[src/rtl/tmsr_pkg.sv]
`timescale 1ns / 1ps

package tmsr_pkg;

  localparam int SAMPLE_BITS = 12;
  localparam int MAX_SAMPLES = 18;
  localparam int CNT_W       = 5;
  localparam int LIMIT_W     = 12;
  localparam int BUDGET_W    = 4;
  localparam int POS_W       = 5;
  localparam int SUM_W       = 17;
  localparam int DIVISOR_W   = 5;
  localparam int DIV_STEPS   = SUM_W;
  localparam int STEP_W      = 5;
  localparam int CFG_IDX_W   = 2;
  localparam int CFG_DATA_W  = 12;

  localparam logic [CNT_W-1:0]    RST_SAMPLE_COUNT = CNT_W'(10);
  localparam logic [LIMIT_W-1:0]  RST_SPREAD_LIMIT = LIMIT_W'(40);
  localparam logic [BUDGET_W-1:0] RST_ROUND_BUDGET = BUDGET_W'(10);

  typedef enum logic [CFG_IDX_W-1:0] {
    REG_SAMPLE_COUNT = 2'd0,
    REG_SPREAD_LIMIT = 2'd1,
    REG_ROUND_BUDGET = 2'd2
  } cfg_reg_e;

  typedef enum logic {
    ST_IDLE,
    ST_DIV
  } state_t;

  typedef struct packed {
    logic [SAMPLE_BITS-1:0] sample;
    logic                   restart;
  } smp_beat_t;

  typedef struct packed {
    logic [SAMPLE_BITS-1:0] average;
    logic                   settled;
  } res_beat_t;

  typedef struct packed {
    logic take;
    logic div_start;
    logic load_single;
    logic load_quot;
  } ctrl_cmd_t;

  typedef struct packed {
    logic awaiting_dummy;
    logic out_valid;
    logic emit;
    logic single;
    logic div_done;
  } dp_status_t;

  function automatic logic [POS_W-1:0] eff_count(input logic [CNT_W-1:0] count);
    logic [POS_W-1:0] n;
    n = POS_W'(count);
    if (count < CNT_W'(3)) begin
      n = POS_W'(1);
    end else if (count > CNT_W'(MAX_SAMPLES)) begin
      n = POS_W'(MAX_SAMPLES);
    end
    return n;
  endfunction

endpackage

[src/rtl/tmsr_div.sv]
`timescale 1ns / 1ps

module tmsr_div (
  input  logic                                 clk,
  input  logic                                 rst,
  input  logic                                 start,
  input  logic [tmsr_pkg::SUM_W-1:0]           dividend,
  input  logic [tmsr_pkg::DIVISOR_W-1:0]       divisor,
  output logic                                 done,
  output logic [tmsr_pkg::SUM_W-1:0]           quotient
);

  logic                                busy;
  logic [tmsr_pkg::STEP_W-1:0]         step;
  logic [tmsr_pkg::DIVISOR_W-1:0]      dvs;
  logic [tmsr_pkg::DIVISOR_W-1:0]      rem;
  logic [tmsr_pkg::SUM_W-1:0]          quo;
  logic [tmsr_pkg::DIVISOR_W:0]        trial;
  logic [tmsr_pkg::DIVISOR_W:0]        diff;
  logic                                ge;

  assign trial = {rem, quo[tmsr_pkg::SUM_W-1]};
  assign ge    = trial >= {1'b0, dvs};
  assign diff  = trial - {1'b0, dvs};
  assign quotient = quo;

  always_ff @(posedge clk) begin
    if (rst) begin
      busy <= 1'b0;
      done <= 1'b0;
      step <= '0;
    end else begin
      done <= 1'b0;
      if (start) begin
        busy <= 1'b1;
        step <= tmsr_pkg::STEP_W'(tmsr_pkg::DIV_STEPS - 1);
      end else if (busy) begin
        step <= step - tmsr_pkg::STEP_W'(1);
        if (step == '0) begin
          busy <= 1'b0;
          done <= 1'b1;
        end
      end
    end
  end

  always_ff @(posedge clk) begin
    if (start) begin
      quo <= dividend;
      dvs <= divisor;
      rem <= '0;
    end else if (busy) begin
      quo <= {quo[tmsr_pkg::SUM_W-2:0], ge};
      rem <= ge ? diff[tmsr_pkg::DIVISOR_W-1:0] : trial[tmsr_pkg::DIVISOR_W-1:0];
    end
  end

endmodule

[src/rtl/tmsr_dp.sv]
`timescale 1ns / 1ps

module tmsr_dp (
  input  logic                                 clk,
  input  logic                                 rst,
  input  tmsr_pkg::ctrl_cmd_t                  cmd,
  output tmsr_pkg::dp_status_t                 status,
  input  tmsr_pkg::smp_beat_t                  smp,
  output logic                                 res_valid,
  input  logic                                 res_ready,
  output tmsr_pkg::res_beat_t                  res,
  input  logic                                 cfg_we,
  input  logic [tmsr_pkg::CFG_IDX_W-1:0]       cfg_index,
  input  logic [tmsr_pkg::CFG_DATA_W-1:0]      cfg_data
);

  logic [tmsr_pkg::CNT_W-1:0]        sample_count;
  logic [tmsr_pkg::LIMIT_W-1:0]      spread_limit;
  logic [tmsr_pkg::BUDGET_W-1:0]     round_budget;

  logic                              awaiting_dummy;
  logic [tmsr_pkg::POS_W-1:0]        position;
  logic [tmsr_pkg::BUDGET_W-1:0]     rounds_done;
  logic [tmsr_pkg::SAMPLE_BITS-1:0]  round_min;
  logic [tmsr_pkg::SAMPLE_BITS-1:0]  round_max;
  logic [tmsr_pkg::SUM_W-1:0]        round_sum;
  logic                              held_settled;

  logic                              drop;
  logic [tmsr_pkg::SAMPLE_BITS-1:0]  min_next;
  logic [tmsr_pkg::SAMPLE_BITS-1:0]  max_next;
  logic [tmsr_pkg::SUM_W-1:0]        sum_next;
  logic [tmsr_pkg::POS_W-1:0]        position_next;
  logic [tmsr_pkg::POS_W-1:0]        n_eff;
  logic [tmsr_pkg::BUDGET_W:0]       rounds_next;
  logic                              round_end;
  logic                              settled;
  logic                              give_up;
  logic [tmsr_pkg::SUM_W-1:0]        dividend;
  logic [tmsr_pkg::DIVISOR_W-1:0]    divisor;
  logic                              div_done;
  logic [tmsr_pkg::SUM_W-1:0]        quotient;

  assign drop          = smp.restart || awaiting_dummy;
  assign min_next      = (smp.sample < round_min) ? smp.sample : round_min;
  assign max_next      = (smp.sample > round_max) ? smp.sample : round_max;
  assign sum_next      = round_sum + tmsr_pkg::SUM_W'(smp.sample);
  assign position_next = position + tmsr_pkg::POS_W'(1);
  assign n_eff         = tmsr_pkg::eff_count(sample_count);
  assign round_end     = position_next >= n_eff;
  assign settled       = (max_next - min_next) < spread_limit;
  assign rounds_next   = {1'b0, rounds_done} + (tmsr_pkg::BUDGET_W+1)'(1);
  assign give_up       = rounds_next >= {1'b0, round_budget};
  assign dividend      = sum_next - tmsr_pkg::SUM_W'(min_next) - tmsr_pkg::SUM_W'(max_next);
  assign divisor       = tmsr_pkg::DIVISOR_W'(n_eff - tmsr_pkg::POS_W'(2));

  assign status.awaiting_dummy = awaiting_dummy;
  assign status.out_valid      = res_valid;
  assign status.emit           = !drop && round_end && (settled || give_up);
  assign status.single         = n_eff == tmsr_pkg::POS_W'(1);
  assign status.div_done       = div_done;

  tmsr_div u_div (
    .clk      (clk),
    .rst      (rst),
    .start    (cmd.div_start),
    .dividend (dividend),
    .divisor  (divisor),
    .done     (div_done),
    .quotient (quotient)
  );

  always_ff @(posedge clk) begin
    if (rst) begin
      sample_count <= tmsr_pkg::RST_SAMPLE_COUNT;
      spread_limit <= tmsr_pkg::RST_SPREAD_LIMIT;
      round_budget <= tmsr_pkg::RST_ROUND_BUDGET;
    end else if (cfg_we) begin
      unique case (cfg_index)
        tmsr_pkg::REG_SAMPLE_COUNT: sample_count <= cfg_data[tmsr_pkg::CNT_W-1:0];
        tmsr_pkg::REG_SPREAD_LIMIT: spread_limit <= cfg_data[tmsr_pkg::LIMIT_W-1:0];
        tmsr_pkg::REG_ROUND_BUDGET: round_budget <= cfg_data[tmsr_pkg::BUDGET_W-1:0];
        default: ;
      endcase
    end
  end

  always_ff @(posedge clk) begin
    if (rst) begin
      awaiting_dummy <= 1'b1;
      position       <= '0;
      rounds_done    <= '0;
      round_min      <= '1;
      round_max      <= '0;
      round_sum      <= '0;
    end else if (cmd.take) begin
      if (drop) begin
        awaiting_dummy <= 1'b0;
        rounds_done    <= '0;
        position       <= '0;
        round_min      <= '1;
        round_max      <= '0;
        round_sum      <= '0;
      end else if (!round_end) begin
        position  <= position_next;
        round_min <= min_next;
        round_max <= max_next;
        round_sum <= sum_next;
      end else begin
        // close the round: finish the measurement or retry
        if (settled || give_up) begin
          awaiting_dummy <= 1'b1;
          rounds_done    <= '0;
        end else begin
          rounds_done <= rounds_next[tmsr_pkg::BUDGET_W-1:0];
        end
        position  <= '0;
        round_min <= '1;
        round_max <= '0;
        round_sum <= '0;
      end
    end
  end

  always_ff @(posedge clk) begin
    if (cmd.div_start) begin
      held_settled <= settled;
    end
  end

  always_ff @(posedge clk) begin
    if (rst) begin
      res_valid <= 1'b0;
    end else if (cmd.load_single || cmd.load_quot) begin
      res_valid <= 1'b1;
    end else if (res_ready) begin
      res_valid <= 1'b0;
    end
  end

  always_ff @(posedge clk) begin
    if (cmd.load_single) begin
      res.average <= smp.sample;
      res.settled <= settled;
    end else if (cmd.load_quot) begin
      res.average <= quotient[tmsr_pkg::SAMPLE_BITS-1:0];
      res.settled <= held_settled;
    end
  end

endmodule

[src/rtl/tmsr_ctrl.sv]
`timescale 1ns / 1ps

module tmsr_ctrl (
  input  logic                   clk,
  input  logic                   rst,
  input  logic                   smp_valid,
  output logic                   smp_ready,
  input  tmsr_pkg::dp_status_t   status,
  output tmsr_pkg::ctrl_cmd_t    cmd
);

  tmsr_pkg::state_t state;
  tmsr_pkg::state_t state_next;

  always_ff @(posedge clk) begin
    if (rst) begin
      state <= tmsr_pkg::ST_IDLE;
    end else begin
      state <= state_next;
    end
  end

  always_comb begin
    state_next = state;
    unique case (state)
      tmsr_pkg::ST_IDLE: begin
        if (cmd.div_start) begin
          state_next = tmsr_pkg::ST_DIV;
        end
      end
      tmsr_pkg::ST_DIV: begin
        if (status.div_done) begin
          state_next = tmsr_pkg::ST_IDLE;
        end
      end
      default: state_next = tmsr_pkg::ST_IDLE;
    endcase
  end

  always_comb begin
    smp_ready = 1'b0;
    cmd       = '0;
    unique case (state)
      tmsr_pkg::ST_IDLE: begin
        // a waiting result blocks all but the dummy beat
        smp_ready       = !status.out_valid || status.awaiting_dummy;
        cmd.take        = smp_valid && smp_ready;
        cmd.div_start   = cmd.take && status.emit && !status.single;
        cmd.load_single = cmd.take && status.emit && status.single;
      end
      tmsr_pkg::ST_DIV: begin
        cmd.load_quot = status.div_done;
      end
      default: ;
    endcase
  end

endmodule

[src/rtl/trimmed_mean_with_spread_retry_top.sv]
`timescale 1ns / 1ps

// Channel | Handshake              | Payload
// smp     | smp_valid / smp_ready  | smp.sample, smp.restart
// res     | res_valid / res_ready  | res.average, res.settled
// cfg     | cfg_we (no wait)       | cfg_index, cfg_data
//
// A sample beat that yields no result is taken while smp_ready is high. A beat
// that ends the measurement with one sample per round shows its result the next
// cycle; with three or more it waits on the 17-step shift-subtract divider.
// Reset restores the registers to 10 / 40 / 10; the next sample is the dummy.
// While a result waits on res_ready, only the dummy beat of the next measurement
// is taken.

module trimmed_mean_with_spread_retry_top (
  input  logic                                 clk,
  input  logic                                 rst,
  input  logic                                 smp_valid,
  output logic                                 smp_ready,
  input  tmsr_pkg::smp_beat_t                  smp,
  output logic                                 res_valid,
  input  logic                                 res_ready,
  output tmsr_pkg::res_beat_t                  res,
  input  logic                                 cfg_we,
  input  logic [tmsr_pkg::CFG_IDX_W-1:0]       cfg_index,
  input  logic [tmsr_pkg::CFG_DATA_W-1:0]      cfg_data
);

  tmsr_pkg::ctrl_cmd_t  cmd;
  tmsr_pkg::dp_status_t status;

  tmsr_ctrl u_ctrl (
    .clk       (clk),
    .rst       (rst),
    .smp_valid (smp_valid),
    .smp_ready (smp_ready),
    .status    (status),
    .cmd       (cmd)
  );

  tmsr_dp u_dp (
    .clk       (clk),
    .rst       (rst),
    .cmd       (cmd),
    .status    (status),
    .smp       (smp),
    .res_valid (res_valid),
    .res_ready (res_ready),
    .res       (res),
    .cfg_we    (cfg_we),
    .cfg_index (cfg_index),
    .cfg_data  (cfg_data)
  );

endmodule
[config.mk]
export PLATFORM = sky130hd
export DESIGN_NAME = trimmed_mean_with_spread_retry_top
export DESIGN_NICKNAME = d
export VERILOG_FILES = /design/src/rtl/tmsr_pkg.sv /design/src/rtl/tmsr_div.sv /design/src/rtl/tmsr_dp.sv /design/src/rtl/tmsr_ctrl.sv /design/src/rtl/trimmed_mean_with_spread_retry_top.sv
export SDC_FILE = /design/constraint.sdc
export NUM_CORES = 1
export LEC_CHECK = 0
export BUFFER_PORTS_ARGS = -buffer_cell sky130_fd_sc_hd__buf_2
export CAP_MARGIN = 30
export CORE_MARGIN = 5
export CORE_UTILIZATION = 56
export CTS_CLUSTER_DIAMETER = 30
export CTS_CLUSTER_SIZE = 12
export DETAILED_ROUTE_END_ITERATION = 10
export GPL_TIMING_DRIVEN = 0
export PLACE_DENSITY = 0.85
export SYNTH_ARGS = -nofsm -noshare
export SYNTH_HDL_FRONTEND = slang
export SYNTH_SLANG_ARGS = --single-unit
[constraint.sdc]
create_clock -name clk -period 6.9 [get_ports clk]
set_input_delay 1.38 -clock clk [delete_from_list [all_inputs] [get_ports clk]]
set_output_delay 1.38 -clock clk [all_outputs]
set_load 0.01 [all_outputs]
==> key figures, run 1 <==
Timing
  – Slew Viols, Final: 0
  – Fmax: ~0.15 GHz
  – RSZ-0062 raised after global routing: false
  – Clk_skew: between 10 and 15 ps
  – Tmin final: approximately 6600 ps
  – Slew headroom: 0.345
  – Setup TNS: 0 ps
  – Worst Max-Slew Pin Slew: slightly below 1000 ps
  – Setup ws final: 289 ps
  – Final Hold Vio Count: 0
  – Setup violators final: 0
  – Final period util: 0.958

Yosys
  – Top post-synthesis cells by area: dfxtp_1 (20%), ha_1 (14%), edfxtp_1 (13%), a21oi_1 (6.0%), nand2_1 (4.1%)
  – Sequential share of the synthesized area: 0.331
  – Post-synthesis cell type count: 67
  – Post-synth EDFFs: 36
  – Synth Instances: 982
  – Synth Warn #: 0
  – Area share of the largest cell type after synthesis: 0.203
  – Post-synth ARST share: 0
  – Syn Area/Cell: 8.62 um2
  – Syn Nets: 1127
  – Synthesized area: 8460 um2
  – Yosys top cell by area: dfxtp_1
  – Count leader, synth: a21oi_1
  – Register bit total from synthesis: 122
  – Most frequent cells after synthesis: a21oi_1 (101), ha_1 (98), nand2_1 (93), inv_1 (90), dfxtp_1 (86)
  – Dominant synthesized flop cell: dfxtp_1

Placement
  – Area of placed instances: 8930 um2
  – Global placement routability congestion: 0.947
  – PortBufs: 46
  – Place WS: -1220 ps
  – HPWL after DPL: between 15000 and 20000 um

Final layout
  – Area Growth Syn to Fin: 14.0%
  – Share of post-route cells with drive strength above 1: 0.122
  – Diode count: 0
  – Post-route cell area: 9650 um2
  – Nets: roughly 1200
  – Final-layout fill cell count: 1215

Pwr
  – Power Total: ~2.4 mW
  – Leakage Power: 4.22 nW
  – Maximum vdd drop: 0.178 mV
  – Power per Cell Area: roughly 250 nW/um2

CTS
  – Clk root buf: clkbuf_16
  – CTS tree: yes
  – CTS clk-pin slew, worst paths: 60 ps
  – Hold Buf Count CTS: 0
  – Clock Sinks: 122
  – Later-pin clock latency in the skew report: 430 ps
  – Clock buffer count from CTS: 17
  – Clock buffer depth: 2
  – # H-tree levels: 4

Floorplanning
  – Die Area: 17700 um2
  – Row cnt: 45
  – IO Count: 47
  – Initial Util: 0.563
  – Core region area: 15000 um2
  – Die W: 133 um
  – Die Span Y: 133 um

Critical path
  – Worst setup path start: smp[2]
  – WP data required: 6970 ps
  – Worst R2R Start: u_dp.round_min[2]
  – Max FO, Critical Path: 17
  – CP Launch Type: input pin
  – CP endpoint kind: register
  – Arrival @ worst endpoint: between 6000 and 7000 ps
  – Crit path kind: in -> reg

Drt
  – Drt wl/cell: 17.3 um
  – Initial DRT Pass Iterations: 5
  – Routed Antenna Nets: 0
  – DR iter-0 viols: 639
  – Drt drc: 0
  – Routed WL: 21600 um
  – Vias: 7332
  – Vias per cell: 5.87

Worst hold path
  – Worst hold start: u_dp.spread_limit[7]
  – Worst Hold Class: reg -> reg

Global route
  – First-pass GRT wire length: 34700 um
  – Vias in the first global route: between 6000 and 7000
  – Largest net degree at the start of global routing: 18
  – Antenna violations before repair: 0
  – GRT Residual Overflow: 0
  – GRT Util Overall: 0.245

Job
  – Max-Cap Viols: 0

Run status
  – Status: finished clean
==> cells by family (layout without fill, tap and decap cells) <==
logic type,count (synthesis),count (layout),share of synthesized area
buf+inv,127,206,0.0566
flops,122,122,0.331
mux,19,19,0.0241
simple gates,310,310,0.175
compound gates,244,244,0.184
fa+ha+maj,113,113,0.180
xor+xnor,47,47,0.0487
==> final cells by class <==
class                           instances  area [um2]  area share
Tap cell                              188         235      0.0244
Sequential cell                       122        2800       0.290
Multi-Input combinational cell        733        5280       0.547
Buffer                                 36         159      0.0165
Clock buffer                           26         510      0.0529
Inverter                               91         342      0.0354
Timing Repair Buffer                   47         238      0.0246
Clock inverter                          6        86.3     0.00895
==> layer usage <==
layer / track usage / vias to the layer above / routed length (um)
met4: 0.124 / 0 / 914
met1: 0.307 / 3463 / 9280
met3: 0.0449 / 56 / 1330
li1: - / 3570 / -
met5: 0 / - / 0
met2: 0.406 / 243 / 10100
==> metrics by stage <==
step,util,instances,hold slack [ps]
floorplan,-,982,434
global placement,0.594,1216,442
detailed placement,0.594,1216,449
CTS,0.635,1249,456
global route,0.642,1249,475
finish,0.642,1249,452
==> final timing paths <==
kind	endpoint	slack, ps	cells past startpoint
worst min register to register	u_dp.spread_limit[7]	450	2
worst max-delay path	u_dp.u_div.quotient[1]	290	27
worst min-delay path	u_dp.spread_limit[7]	450	2
worst max register to register	u_dp.u_div.quotient[1]	1040	24
==> critical path, stage by stage <==
cell and delay [ps]:
buf_2 180, ha_1 320, nor2b_1 160, o211ai_1 100
a211o_1 300, a31oi_4 240, buf_6 190, nor2_1 80
a21oi_2 210, inv_1 140, ha_4 310, nor2_1 50
nor2_1 110, nor2_1 80, a21oi_1 180, o21ai_0 170
xnor2_1 340, ha_1 310, a21o_1 180, a21o_1 170
a21o_1 170, a21oi_1 210, o21ai_2 150, nand3_2 150
nand3b_1 190, clkbuf_4 250, nand2b_2 330
==> sequential cells by signal, indices dropped and copies added (netlist names), 5 cells and up <==
signal               cells
u_dp.sample_count        5
u_dp.round_min          12
u_dp.u_div.rem           5
u_dp.res                13
u_dp.position            5
u_dp.round_sum          17
u_dp.spread_limit       12
u_dp.u_div.quotient     17
u_dp.u_div.dvs           5
u_dp.u_div.step          5
u_dp.round_max          12
==> repair_timing <==
item	CTS	global route
setup endpoints to repair	80	83
pin swaps	1	1
hold endpoints to repair	0	0
setup buffers	1	0
gates resized for setup	12	27
==> where the power goes <==
group	total, mW	switching (mW)	internal, mW
registers	0.774	0.0150	0.759
logic	0.719	0.425	0.294
clock network	0.899	0.318	0.581
==> cells in the final DEF, fill, tap and decap left out, drive strengths merged, types with 7 or more instances in the layout <==
| master | synthesis | final |
|---|---|---|
| a211o | 7 | 7 |
| a21o | 14 | 14 |
| a21oi | 102 | 102 |
| a31oi | 8 | 8 |
| buf | 2 | 52 |
| clkbuf | 34 | 57 |
| dfxtp | 86 | 86 |
| edfxtp | 36 | 36 |
| fa | 15 | 15 |
| ha | 98 | 98 |
| inv | 91 | 91 |
| mux2 | 11 | 11 |
| mux2i | 8 | 8 |
| nand2 | 93 | 93 |
| nand2b | 16 | 16 |
| nand3 | 23 | 23 |
| nand3b | 7 | 7 |
| nor2 | 84 | 84 |
| nor2b | 13 | 13 |
| nor3 | 35 | 35 |
| o211ai | 18 | 18 |
| o21ai | 42 | 42 |
| o21bai | 8 | 8 |
| xnor2 | 27 | 27 |
| xor2 | 20 | 20 |
Power figures use the tool's default switching activity.
==> run 2, diff against run 1 <==
- BUFFER_PORTS_ARGS: -buffer_cell sky130_fd_sc_hd__buf_2 -> -buffer_cell sky130_fd_sc_hd__buf_4
- CORE_MARGIN: 5 -> 3
- CORE_UTILIZATION: 56 -> 62
- PLACE_DENSITY: 0.85 -> 0.89
- clock period: 6.9 -> 6.8 ns (I/O delays scaled with it)
==> key figures, run 2 (synthesis results as in run 1) <==
CTS
  – Clock buffer depth: 2 (unchanged)
  – # H-tree levels: 4 (unchanged)
  – Clock Sinks: 122 (unchanged)
  – Clk root buf: clkbuf_16
  – CTS tree: yes
  – Later-pin clock latency in the skew report: 430 ps (about the same)
  – CTS clk-pin slew, worst paths: 50 ps (about the same)
  – Clock buffer count from CTS: 17 (unchanged)
  – Hold Buf Count CTS: 0 (unchanged)

Critical path
  – Arrival @ worst endpoint: 6780 ps (+100 ps)
  – R2r worst-path depth: 23 (-4.2%)
  – CP endpoint kind: register
  – CP Launch Type: input pin
  – Max FO, Critical Path: 10 (-7)
  – Crit path kind: in -> reg
  – Worst R2R Start: u_dp.round_min[2]
  – Worst setup path start: smp[2]
  – Worst R2R End: u_dp.u_div.quotient[0]
  – CP endpoint: u_dp.u_div.quotient[0]
  – WP data required: 6950 ps (-20 ps)
  – R2R setup slack: 870 ps (-170 ps)

Timing
  – Fmax: approximately 0.15 GHz
  – Slew headroom: 0.326 (-0.0195)
  – Worst Max-Slew Pin Slew: 1010 ps (+29.2 ps)
  – Final Hold Vio Count: 0 (unchanged)
  – Tmin final: 6630 ps
  – Setup violators final: 0 (unchanged)
  – Final period util: 0.976
  – Clk_skew: 12.9 ps (+1.52 ps)
  – Slew Viols, Final: 0 (unchanged)

Floorplanning
  – Core region area: 13300 um2 (-12%)
  – Die W: 123 um (-7.6%)
  – Die Span Y: 123 um (-7.6%)
  – Row cnt: 42 (-6.7%)
  – Die Area: 15100 um2 (-15%)
  – IO Count: 47 (unchanged)
  – Initial Util: 0.636 (+0.0736)

Job
  – Max-Cap Viols: 0 (unchanged)

Placement
  – HPWL after DPL: 16000 um (+1.2%)
  – DP Cell Count: 1204 (-0.99%)
  – Global placement routability congestion: 1.02 (+7.3%)
  – Area of placed instances: 9030 um2 (+1.1%)
  – PortBufs: 46 (unchanged)

Pwr
  – Leakage Power: 4.25 nW (+0.80%)
  – Maximum vdd drop: 0.196 mV (+10%)
  – Power Total: 2.39 mW (-0.23%)
  – Power per Cell Area: 246 nW/um2 (-0.68%)

Final layout
  – Share of post-route cells with drive strength above 1: 0.121 (-0.000943)
  – Commonest non-fill, non-tap cell in the layout: ha_1
  – Diode count: 0 (unchanged)
  – Nets: 1193 (unchanged)
  – Post-route cell area: 9690 um2 (+0.45%)
  – Final Instance Count excl. Fillers: 1237 (-0.96%)
  – Area Growth Syn to Fin: 14.6%
  – Most frequent cells in the layout: ha_1 (98), a21oi_1 (95), nand2_1 (92), inv_1 (90), dfxtp_1 (86)
  – Core Util, Final: 0.729 (+0.0872)
  – Final-layout fill cell count: 928 (-24%)

Global route
  – Vias in the first global route: 7044 (+1.1%)
  – GRT Residual Overflow: 0 (unchanged)
  – GRT Util Overall: 0.299 (+0.0539)
  – Antenna violations before repair: 0 (unchanged)
  – Largest net degree at the start of global routing: 18 (unchanged)
  – First-pass GRT wire length: 34700 um (about the same)

Worst hold path
  – Worst Hold Class: reg -> reg

Drt
  – Routed WL: 22700 um (+4.9%)
  – Drt drc: 0 (unchanged)
  – Initial DRT Pass Iterations: 6 (+1)
  – Vias: 7587 (+3.5%)
  – DR iter-0 viols: 898 (+41%)
  – Vias per cell: 6.13 (+4.5%)
  – Routed Antenna Nets: 0 (unchanged)
  – Drt wl/cell: 18.3 um (+6.0%)

Run status
  – Status: finished clean
==> run 2: cell types whose count changed in the layout (fill, tap and decap cells not counted), moves of 2 or more <==
cell,delta
clkbuf_1,-2
buf_2,-46
buf_4,+47
clkbuf_4,-2
a21oi_1,+2
a21oi_2,-2
clkinv_2,+4
==> run 2: repair_timing <==
item,in CTS,in global routing
endpoints found under the setup margin,79,81
pin swaps,1,0
gates resized for setup,14,21
setup buffers,1,0
==> run 2: layer usage <==
metal | wire length (um) | global-route usage | part of all wire
met1 | 9200 | 0.376 | 0.41
met2 | 10600 | 0.495 | 0.47
met3 | 1790 | 0.0594 | 0.079
met4 | 1030 | 0.140 | 0.046
met5 | 0 | 0 | 0
==> run 2: worst min-delay path by stage <==
stage | slack [ps] | from | cells after the start | endpoint
after floorplan | 430 | u_dp.spread_limit[0] | 2 | u_dp.spread_limit[0]
after global placement | 440 | u_dp.round_sum[6] | 2 | u_dp.round_sum[6]
after detailed placement | 450 | u_dp.spread_limit[9] | 2 | u_dp.spread_limit[9]
after CTS | 460 | u_dp.spread_limit[9] | 2 | u_dp.spread_limit[9]
after global routing | 470 | u_dp.spread_limit[6] | 2 | u_dp.spread_limit[6]
final | 450 | u_dp.spread_limit[6] | 2 | u_dp.spread_limit[6]
==> run 2: cell type report <==
| type | instances | area, um2 | share of cell area |
|---|---|---|---|
| multi-input combinational | 733 | 5260 | 0.543 |
| sequential | 122 | 2800 | 0.289 |
| clock buffer | 24 | 492 | 0.0507 |
| timing repair buffer | 47 | 353 | 0.0364 |
| inverter | 91 | 342 | 0.0352 |
| tap | 176 | 220 | 0.0227 |
| buffer | 36 | 156 | 0.0161 |
| clock inverter | 8 | 66.3 | 0.00684 |
==> run 2: worst max-delay path, stage by stage <==
cell and delay [ps]:
buf_4 160, ha_1 290, o21ai_0 80, o21a_1 210, o31ai_2 270, nand2b_1 90
o2bb2ai_1 190, buf_2 250, a21oi_1 640, ha_1 440, nor4_1 440, and3_1 240
o211ai_1 100, ha_1 310, nand3_1 100, nor3_1 220, a221oi_1 110, o21ai_2 170
nand3_2 190, nand3b_1 210, buf_2 270, clkbuf_2 290, a21oi_1 100
==> run 2: report_power, final <==
group	leakage [nW]	internal (mW)	total, mW	switching [mW]
Sequential	1.02	0.770	0.786	0.0161
Clock	0.284	0.537	0.862	0.326
Combinational	2.95	0.303	0.737	0.434
Total	4.25	1.61	2.39	0.776
==> run 2: through the flow <==
step,hold slack [ps],TNS [ps],setup WS [ps]
finish,454,0,165
global route,472,-833,-81.6
CTS,456,0,3.19
detailed placement,449,-78400,-1200
global placement,442,-61590,-971
floorplan,434,0,239
